$ cat config.mk
export PLATFORM = sky130hd
export DESIGN_NAME = rtp_aac_au_packetizer_core
export DESIGN_NICKNAME = d
export VERILOG_FILES = /design/src/rtl/core/rap_pkg.sv /design/src/rtl/core/rtp_aac_au_packetizer_core.sv /design/src/rtl/core/rap_front.sv /design/src/rtl/core/rap_queue.sv /design/src/rtl/core/rap_back.sv
export SDC_FILE = /design/constraint.sdc
export NUM_CORES = 1
export LEC_CHECK = 0
export BUFFER_PORTS_ARGS = -buffer_cell sky130_fd_sc_hd__buf_2
export CAP_MARGIN = 20
export CORE_MARGIN = 3
export CORE_UTILIZATION = 60
export CTS_CLUSTER_DIAMETER = 40
export DETAILED_ROUTE_END_ITERATION = 16
export PLACE_DENSITY_LB_ADDON = 0.1
export SLEW_MARGIN = 30
export SYNTH_ARGS = -nofsm -noshare
export SYNTH_HDL_FRONTEND = slang
export SYNTH_SLANG_ARGS = --single-unit
$ cat constraint.sdc
create_clock -name i_clk -period 6.75 [get_ports i_clk]
set_clock_uncertainty 0.2 [all_clocks]
set_input_delay 0.3375 -clock i_clk [delete_from_list [all_inputs] [get_ports i_clk]]
set_output_delay 0.3375 -clock i_clk [all_outputs]
set_load 0.01 [all_outputs]
$ cat src/rtl/core/rap_pkg.sv
// Package for the RTP AAC packetizer: shared types and header constants.
`timescale 1ns / 1ps
`default_nettype none
package rap_pkg;

    localparam int HDR_BYTES   = 16;
    localparam int POS_W       = $clog2(HDR_BYTES + 1);
    localparam int Q_DEPTH     = 4;
    localparam int Q_PTR_W     = $clog2(Q_DEPTH);
    localparam int Q_CNT_W     = $clog2(Q_DEPTH + 1);

    localparam logic [7:0] RTP_VER_BYTE  = 8'h80;
    localparam logic [7:0] MARKER_BIT    = 8'h80;
    localparam logic [6:0] PT_MASK       = 7'h7F;
    localparam logic [7:0] AU_HDR_LEN_HI = 8'h00;
    localparam logic [7:0] AU_HDR_LEN_LO = 8'h10;
    localparam logic [4:0] LEN_LO_MASK   = 5'h1F;

    localparam logic REG_PAYLOAD_TYPE = 1'b0;
    localparam logic REG_SOURCE_ID    = 1'b1;

    typedef struct packed {
        logic [7:0]  payload_byte;
        logic        frame_start;
        logic        frame_end;
        logic [12:0] frame_length;
        logic [31:0] frame_time;
        logic [15:0] seq;
    } t_entry;

    typedef struct packed {
        logic [6:0]  payload_type;
        logic [31:0] source_id;
    } t_cfg;

endpackage
`default_nettype wire

$ cat src/rtl/core/rtp_aac_au_packetizer_core.sv
// Top level of the RTP AAC access unit packetizer with its register port.
//
// Input channel (i_valid/o_ready) carries one payload byte per item with
// frame_start, frame_length, frame_time and frame_end. Output channel
// (o_valid/i_ready) carries one packet byte per item with packet_end.
// An item with frame_start produces 16 header bytes (RTP header with
// marker set, then the AU header section) followed by its payload byte;
// any other item produces just its byte.
// Path: an accepted item goes through the queue, then the output register.
// Throughput: one output byte per cycle, set by the back-end sequencer, while
// the queue holds an item and the receiver does not stall.
// A 4-entry queue decouples the input side, so o_ready stays high until
// the queue fills during header emission.
// Receiver stall: the output register holds its byte; the sequencer and
// then the queue fill, and o_ready drops.
// Reset (synchronous, active low): sequence number 0, payload_type 96,
// source_id 0, queue and output empty.
// Registers: 0x0 payload_type[6:0], 0x4 source_id[31:0]; write when idle.
`timescale 1ns / 1ps
`default_nettype none
module rtp_aac_au_packetizer_core (
    input  wire logic        i_clk,
    input  wire logic        i_rst_n,
    input  wire logic        i_valid,
    output logic             o_ready,
    input  wire logic [7:0]  i_payload_byte,
    input  wire logic        i_frame_start,
    input  wire logic [12:0] i_frame_length,
    input  wire logic [31:0] i_frame_time,
    input  wire logic        i_frame_end,
    output logic             o_valid,
    input  wire logic        i_ready,
    output logic [7:0]       o_packet_byte,
    output logic             o_packet_end,
    input  wire logic        psel,
    input  wire logic        penable,
    input  wire logic        pwrite,
    input  wire logic [2:0]  paddr,
    input  wire logic [31:0] pwdata,
    output logic [31:0]      prdata,
    output logic             pready
);
    import rap_pkg::*;

    t_cfg   r_cfg;
    t_entry push_entry;
    t_entry head;
    logic   push;
    logic   full;
    logic   pop;
    logic   nonempty;
    logic   wr_en;

    assign pready = 1'b1;
    assign wr_en  = psel && penable && pwrite && pready;

    always_ff @(posedge i_clk) begin
        if (!i_rst_n) begin
            r_cfg.payload_type <= 7'd96;
            r_cfg.source_id    <= '0;
        end else if (wr_en) begin
            case (paddr[2])
                REG_PAYLOAD_TYPE: r_cfg.payload_type <= pwdata[6:0];
                REG_SOURCE_ID:    r_cfg.source_id    <= pwdata;
                default:          r_cfg              <= r_cfg;
            endcase
        end
    end

    always_comb begin
        case (paddr[2])
            REG_PAYLOAD_TYPE: prdata = {25'd0, r_cfg.payload_type};
            REG_SOURCE_ID:    prdata = r_cfg.source_id;
            default:          prdata = '0;
        endcase
    end

    rap_front u_front (
        .i_clk          (i_clk),
        .i_rst_n        (i_rst_n),
        .i_valid        (i_valid),
        .o_ready        (o_ready),
        .i_payload_byte (i_payload_byte),
        .i_frame_start  (i_frame_start),
        .i_frame_length (i_frame_length),
        .i_frame_time   (i_frame_time),
        .i_frame_end    (i_frame_end),
        .i_full         (full),
        .o_push         (push),
        .o_entry        (push_entry)
    );

    rap_queue u_queue (
        .i_clk      (i_clk),
        .i_rst_n    (i_rst_n),
        .i_push     (push),
        .i_entry    (push_entry),
        .o_full     (full),
        .i_pop      (pop),
        .o_nonempty (nonempty),
        .o_head     (head)
    );

    rap_back u_back (
        .i_clk         (i_clk),
        .i_rst_n       (i_rst_n),
        .i_cfg         (r_cfg),
        .i_nonempty    (nonempty),
        .i_head        (head),
        .o_pop         (pop),
        .o_valid       (o_valid),
        .i_ready       (i_ready),
        .o_packet_byte (o_packet_byte),
        .o_packet_end  (o_packet_end)
    );

endmodule
`default_nettype wire

$ cat src/rtl/core/rap_front.sv
// Front end: accepts input items, tags frame starts with a sequence number.
`timescale 1ns / 1ps
`default_nettype none
module rap_front (
    input  wire logic            i_clk,
    input  wire logic            i_rst_n,
    input  wire logic            i_valid,
    output logic                 o_ready,
    input  wire logic [7:0]      i_payload_byte,
    input  wire logic            i_frame_start,
    input  wire logic [12:0]     i_frame_length,
    input  wire logic [31:0]     i_frame_time,
    input  wire logic            i_frame_end,
    input  wire logic            i_full,
    output logic                 o_push,
    output rap_pkg::t_entry      o_entry
);
    import rap_pkg::*;

    logic [15:0] r_seq;
    logic [15:0] n_seq;

    assign o_ready = !i_full;
    assign o_push  = i_valid && !i_full;

    always_comb begin
        o_entry.payload_byte = i_payload_byte;
        o_entry.frame_start  = i_frame_start;
        o_entry.frame_end    = i_frame_end;
        o_entry.frame_length = i_frame_length;
        o_entry.frame_time   = i_frame_time;
        o_entry.seq          = r_seq;
    end

    always_comb begin
        n_seq = r_seq;
        if (o_push && i_frame_start) begin
            n_seq = r_seq + 16'd1;
        end
    end

    always_ff @(posedge i_clk) begin
        if (!i_rst_n) begin
            r_seq <= '0;
        end else begin
            r_seq <= n_seq;
        end
    end

endmodule
`default_nettype wire

$ cat src/rtl/core/rap_queue.sv
// Short item queue between the front end and the packet sequencer.
`timescale 1ns / 1ps
`default_nettype none
module rap_queue (
    input  wire logic            i_clk,
    input  wire logic            i_rst_n,
    input  wire logic            i_push,
    input  wire rap_pkg::t_entry i_entry,
    output logic                 o_full,
    input  wire logic            i_pop,
    output logic                 o_nonempty,
    output rap_pkg::t_entry      o_head
);
    import rap_pkg::*;

    t_entry               r_mem [Q_DEPTH];
    logic [Q_PTR_W-1:0]   r_wr;
    logic [Q_PTR_W-1:0]   r_rd;
    logic [Q_CNT_W-1:0]   r_cnt;
    logic [Q_CNT_W-1:0]   n_cnt;
    logic                 do_pop;

    assign o_full     = (r_cnt == Q_CNT_W'(Q_DEPTH));
    assign o_nonempty = (r_cnt != '0);
    assign o_head     = r_mem[r_rd];
    assign do_pop     = i_pop && o_nonempty;

    always_comb begin
        n_cnt = r_cnt;
        if (i_push && !do_pop) begin
            n_cnt = r_cnt + Q_CNT_W'(1);
        end else if (!i_push && do_pop) begin
            n_cnt = r_cnt - Q_CNT_W'(1);
        end
    end

    always_ff @(posedge i_clk) begin
        if (i_push) begin
            r_mem[r_wr] <= i_entry;
        end
    end

    always_ff @(posedge i_clk) begin
        if (!i_rst_n) begin
            r_wr  <= '0;
            r_rd  <= '0;
            r_cnt <= '0;
        end else begin
            if (i_push) begin
                r_wr <= r_wr + Q_PTR_W'(1);
            end
            if (do_pop) begin
                r_rd <= r_rd + Q_PTR_W'(1);
            end
            r_cnt <= n_cnt;
        end
    end

endmodule
`default_nettype wire

$ cat src/rtl/core/rap_back.sv
// Back end: emits the 16 header bytes of a frame start, then the payload byte.
`timescale 1ns / 1ps
`default_nettype none
module rap_back (
    input  wire logic            i_clk,
    input  wire logic            i_rst_n,
    input  wire rap_pkg::t_cfg   i_cfg,
    input  wire logic            i_nonempty,
    input  wire rap_pkg::t_entry i_head,
    output logic                 o_pop,
    output logic                 o_valid,
    input  wire logic            i_ready,
    output logic [7:0]           o_packet_byte,
    output logic                 o_packet_end
);
    import rap_pkg::*;

    logic [POS_W-1:0] r_pos;
    logic [POS_W-1:0] n_pos;
    logic             r_valid;
    logic [7:0]       r_byte;
    logic             r_end;
    logic             out_ok;
    logic             emit_payload;
    logic [7:0]       hdr_byte;
    logic [7:0]       sel_byte;

    assign out_ok       = !r_valid || i_ready;
    assign emit_payload = !i_head.frame_start || (r_pos == POS_W'(HDR_BYTES));
    assign o_pop        = i_nonempty && out_ok && emit_payload;

    always_comb begin
        case (r_pos[3:0])
            4'd0:    hdr_byte = RTP_VER_BYTE;
            4'd1:    hdr_byte = MARKER_BIT | {1'b0, i_cfg.payload_type & PT_MASK};
            4'd2:    hdr_byte = i_head.seq[15:8];
            4'd3:    hdr_byte = i_head.seq[7:0];
            4'd4:    hdr_byte = i_head.frame_time[31:24];
            4'd5:    hdr_byte = i_head.frame_time[23:16];
            4'd6:    hdr_byte = i_head.frame_time[15:8];
            4'd7:    hdr_byte = i_head.frame_time[7:0];
            4'd8:    hdr_byte = i_cfg.source_id[31:24];
            4'd9:    hdr_byte = i_cfg.source_id[23:16];
            4'd10:   hdr_byte = i_cfg.source_id[15:8];
            4'd11:   hdr_byte = i_cfg.source_id[7:0];
            4'd12:   hdr_byte = AU_HDR_LEN_HI;
            4'd13:   hdr_byte = AU_HDR_LEN_LO;
            4'd14:   hdr_byte = i_head.frame_length[12:5];
            4'd15:   hdr_byte = {i_head.frame_length[4:0] & LEN_LO_MASK, 3'b000};
            default: hdr_byte = '0;
        endcase
        sel_byte = emit_payload ? i_head.payload_byte : hdr_byte;
    end

    always_comb begin
        n_pos = r_pos;
        if (i_nonempty && out_ok && i_head.frame_start) begin
            n_pos = emit_payload ? '0 : r_pos + POS_W'(1);
        end
    end

    always_ff @(posedge i_clk) begin
        if (!i_rst_n) begin
            r_pos   <= '0;
            r_valid <= 1'b0;
        end else begin
            r_pos <= n_pos;
            if (out_ok) begin
                r_valid <= i_nonempty;
            end
        end
    end

    always_ff @(posedge i_clk) begin
        if (out_ok) begin
            r_byte <= sel_byte;
            r_end  <= emit_payload && i_head.frame_end;
        end
    end

    assign o_valid       = r_valid;
    assign o_packet_byte = r_byte;
    assign o_packet_end  = r_end;

endmodule
`default_nettype wire

==> results by group <==
Worst setup path
  – WS Path Type: register to register
  – Slowest cell on crit path: dfxtp_4
  – CP required: 6.80 ns
  – CP startpoint kind: register
  – Crit-path cells: buf_12 > mux2i_1 > o22ai_1 > nor4_1 > and4_1 > o21ai_0
  – End of the worst register-to-register path: u_back.o_packet_byte[6]$_DFFE_PN_
  – Crit path max-delay family: simple AND/OR/NAND/NOR gates
  – Critical path's largest stage delay: 0.80 ns
  – Crit end category: register
  – Crit-path max FO: 80
  – Reg2reg setup slack: 3.13 ns
  – Crit path buf inv count: 1
  – WP data arrival: 3.67 ns
  – Worst Reg-to-Reg Cells: 6

Routing
  – Wirelength per Cell: 22.5 um
  – Initial DRC Count: 788
  – WL final: 35300 um
  – Drc violations: 0
  – Pre-antenna DRT Iters: 8
  – Via count of the routed design: 9333
  – Vias per cell: 5.96
  – Antenna-violating nets left: 0

Final layout
  – Area Overhead vs Synth: 22.0%
  – Finished Core Util: 75.5%
  – Layout fillers: 1447
  – Share of cells above drive strength 1: 20.2%
  – Nets: 1321
  – Most common cell after layout, fill and taps aside: edfxtp_1
  – Most frequent cells in the layout: edfxtp_1, buf_2, mux2i_1

Clock tree
  – CTS clk-pin slew, worst paths: 0.06 ns
  – # clock sinks: 363
  – CTS Buf Count: 42
  – Max clock buf depth: 3
  – Cts repair resizes: 0
  – Clk_lat worst skew: 0.52 ns
  – Root buffer cell: clkbuf_16
  – H-tree levels: 2
  – TritonCTS clock tree: yes

Logic synthesis
  – Synthesized area per cell: 14.9 um^2
  – Total number of yosys warnings: 0
  – Mapped cell area: 14700 um^2
  – #FFs+latches synth: 363
  – Yosys cell types: 61
  – FFs w/ async S/R, synth: 0%
  – Top FF cell, synth: edfxtp_1
  – Post-synth EDFFs: 293
  – Sequential fraction of the synthesis area: 69.3%
  – Mapped Cells: 988
  – Post-synth net total: 1096

Die
  – Ports: 141
  – Row count: 56
  – Chip Height: 163 um
  – Die area: 26400 um^2
  – Die Span X: 163 um
  – Core ar.: 23800 um^2
  – Initial core utilization: 61.9%

Timing
  – Worst-Margin Slew: 0.836 ns
  – Minimum clock period: 3.62 ns
  – Final setup vio count: 0
  – Max-slew violation count: 0
  – Worst slew margin: 43.8%
  – Total Negative Setup Slacks: 0 ns
  – Max frequency: 0.276 GHz
  – Fin Hold WS: 0.0833 ns
  – Tcrit/Tclk final: 53.6%
  – Final hold vios: 0
  – RSZ-0062 raised after global routing: no

Place
  – Routability Congestion: 0.833
  – Buffers on Ports: 137
  – DP HPWL: 21400 um

Hold path
  – Worst min-delay path endpoint: r_cfg[38]$_SDFFE_PN1P_
  – Worst Hold Class: input port to register
  – HP Start: i_rst_n
  – WHS Path Cells: 2

Global routing
  – Global Route Usage Sum: 26.9%
  – Initial antenna violation count: 3
  – Total gr overflow: 0
  – First-pass GRT wire length: 53500 um
  – Largest net degree at the start of global routing: 81
  – Vias in the first global route: 9314

Job
  – # Max-Cap Violations: 0

Pwr
  – Static Leak: 6.23 nW
  – VDD IR max: 0.443 mV
  – Pwr/cell area: 331 nW/um^2

Run status
  – Outcome: completed
sequential cells by signal (all words and copies together) (netlist names), named ones only:
| register | count |
|---|---|
| u_back.o_valid | 1 |
| u_back.r_pos | 5 |
| u_front.r_seq | 16 |
| r_cfg | 39 |
| u_queue.r_cnt | 3 |
| u_queue.r_rd | 2 |
| u_queue.r_wr | 2 |
| u_back.o_packet_byte | 8 |
| u_queue.r_mem | 284 |
| u_back.o_packet_end | 1 |
routing by layer:
metal  wire [um]  up-vias  global-route usage (%)
met5          18        -                       0
met4        1300        4                    9.77
met3        2650       90                    5.52
met2       17300      393                    44.3
met1       14000     4591                    36.1
li1            -     4255                       -
per-stage QoR:
step	setup slack (ns)	area, um^2	power (W)	cells
4_1_cts	3.15	17900	0.00596	1566
3_5_place_dp	3.17	15600	0.00372	1401
6_report	3.13	17900	0.00593	1567
3_3_place_gp	3.23	15600	0.00370	1401
5_1_grt	2.91	17900	0.00616	1566
2_1_floorplan	3.71	14700	0.00342	988
worst max path at each step:
stage / to / from / depth (start not counted) / slack (ns)
after floorplan: u_queue.r_mem[0][0]$_DFFE_PP_ / u_queue.r_cnt[0]$_SDFFE_PN0P_ / 3 / 3.71
after global placement: u_queue.r_cnt[2]$_SDFFE_PN0P_ / register / 10 / 3.23
after detailed placement: u_queue.r_cnt[2]$_SDFFE_PN0P_ / register / 10 / 3.17
after CTS: u_queue.r_cnt[2]$_SDFFE_PN0P_ / register / 10 / 3.15
after global routing: u_queue.r_cnt[2]$_SDFFE_PN0P_ / register / 10 / 2.91
final: u_back.o_packet_byte[6]$_DFFE_PN_ / register / 6 / 3.13
final cells by class:
class,count,area (um^2),area share (%)
flip-flops and latches,363,10200,56.9
multi-input cells,560,4210,23.5
repair buffers,238,1680,9.37
clock buffers,62,1270,7.09
well taps,319,399,2.23
clock inverters,16,135,0.753
inverters,8,30.0,0.167
diodes,1,2.50,0.0140
Yosys cell counts (4+ instances only):
master / number / area, um^2
o2bb2ai_1: 4 / 35.0
clkbuf_1: 27 / 101
or3_1: 4 / 25.0
edfxtp_1: 293 / 8800
a311oi_1: 4 / 35.0
a21oi_1: 23 / 115
nor2_1: 36 / 135
xor2_1: 13 / 114
and4_1: 5 / 43.8
inv_1: 7 / 26.3
a21boi_0: 28 / 210
nand3_1: 23 / 115
mux4_2: 17 / 383
ha_1: 10 / 125
mux2i_1: 102 / 1020
nand2_1: 95 / 357
a22oi_1: 5 / 37.5
mux2_2: 7 / 78.8
o22ai_1: 46 / 288
nand4_1: 10 / 62.6
and3_1: 11 / 68.8
and2_1: 28 / 175
nor4_1: 8 / 50.1
mux4_1: 4 / 105
xnor2_1: 6 / 52.6
buf_4: 8 / 60.1
or4_1: 4 / 30.0
buf_2: 16 / 80.1
nand3b_1: 4 / 30.0
o21ai_0: 11 / 55.1
nor3_1: 9 / 45.0
nand4bb_1: 5 / 56.3
dfxtp_1: 70 / 1400
worst register-to-register path: stages, from the launching register on:
cell     delay [ns]
dfxtp_4        0.80
buf_12         0.50
mux2i_1        0.41
o22ai_1        0.10
nor4_1         0.77
and4_1         0.43
o21ai_0        0.13
report_power, final:
group          total (W)  switching (W)  internal, W
Combinational   0.000929       0.000552     0.000378
Sequential       0.00279       0.000101      0.00269
Clock            0.00221       0.000858      0.00136
logic make-up after synthesis:
family          Yosys count  share of synthesized area, %
compound gates          138                          6.20
flops                   363                          69.3
other cells               1                        0.0255
xor+xnor                 19                          1.13
buf+inv                  65                          2.17
mux                     130                          10.8
fa+ha+maj                11                         0.987
simple gates            261                          9.34
what timing repair did:
item                      CTS  global route
setup buffers               0             0
hold endpoints to repair  260             0
hold buffers               87             0
Power figures use the tool's default switching activity.
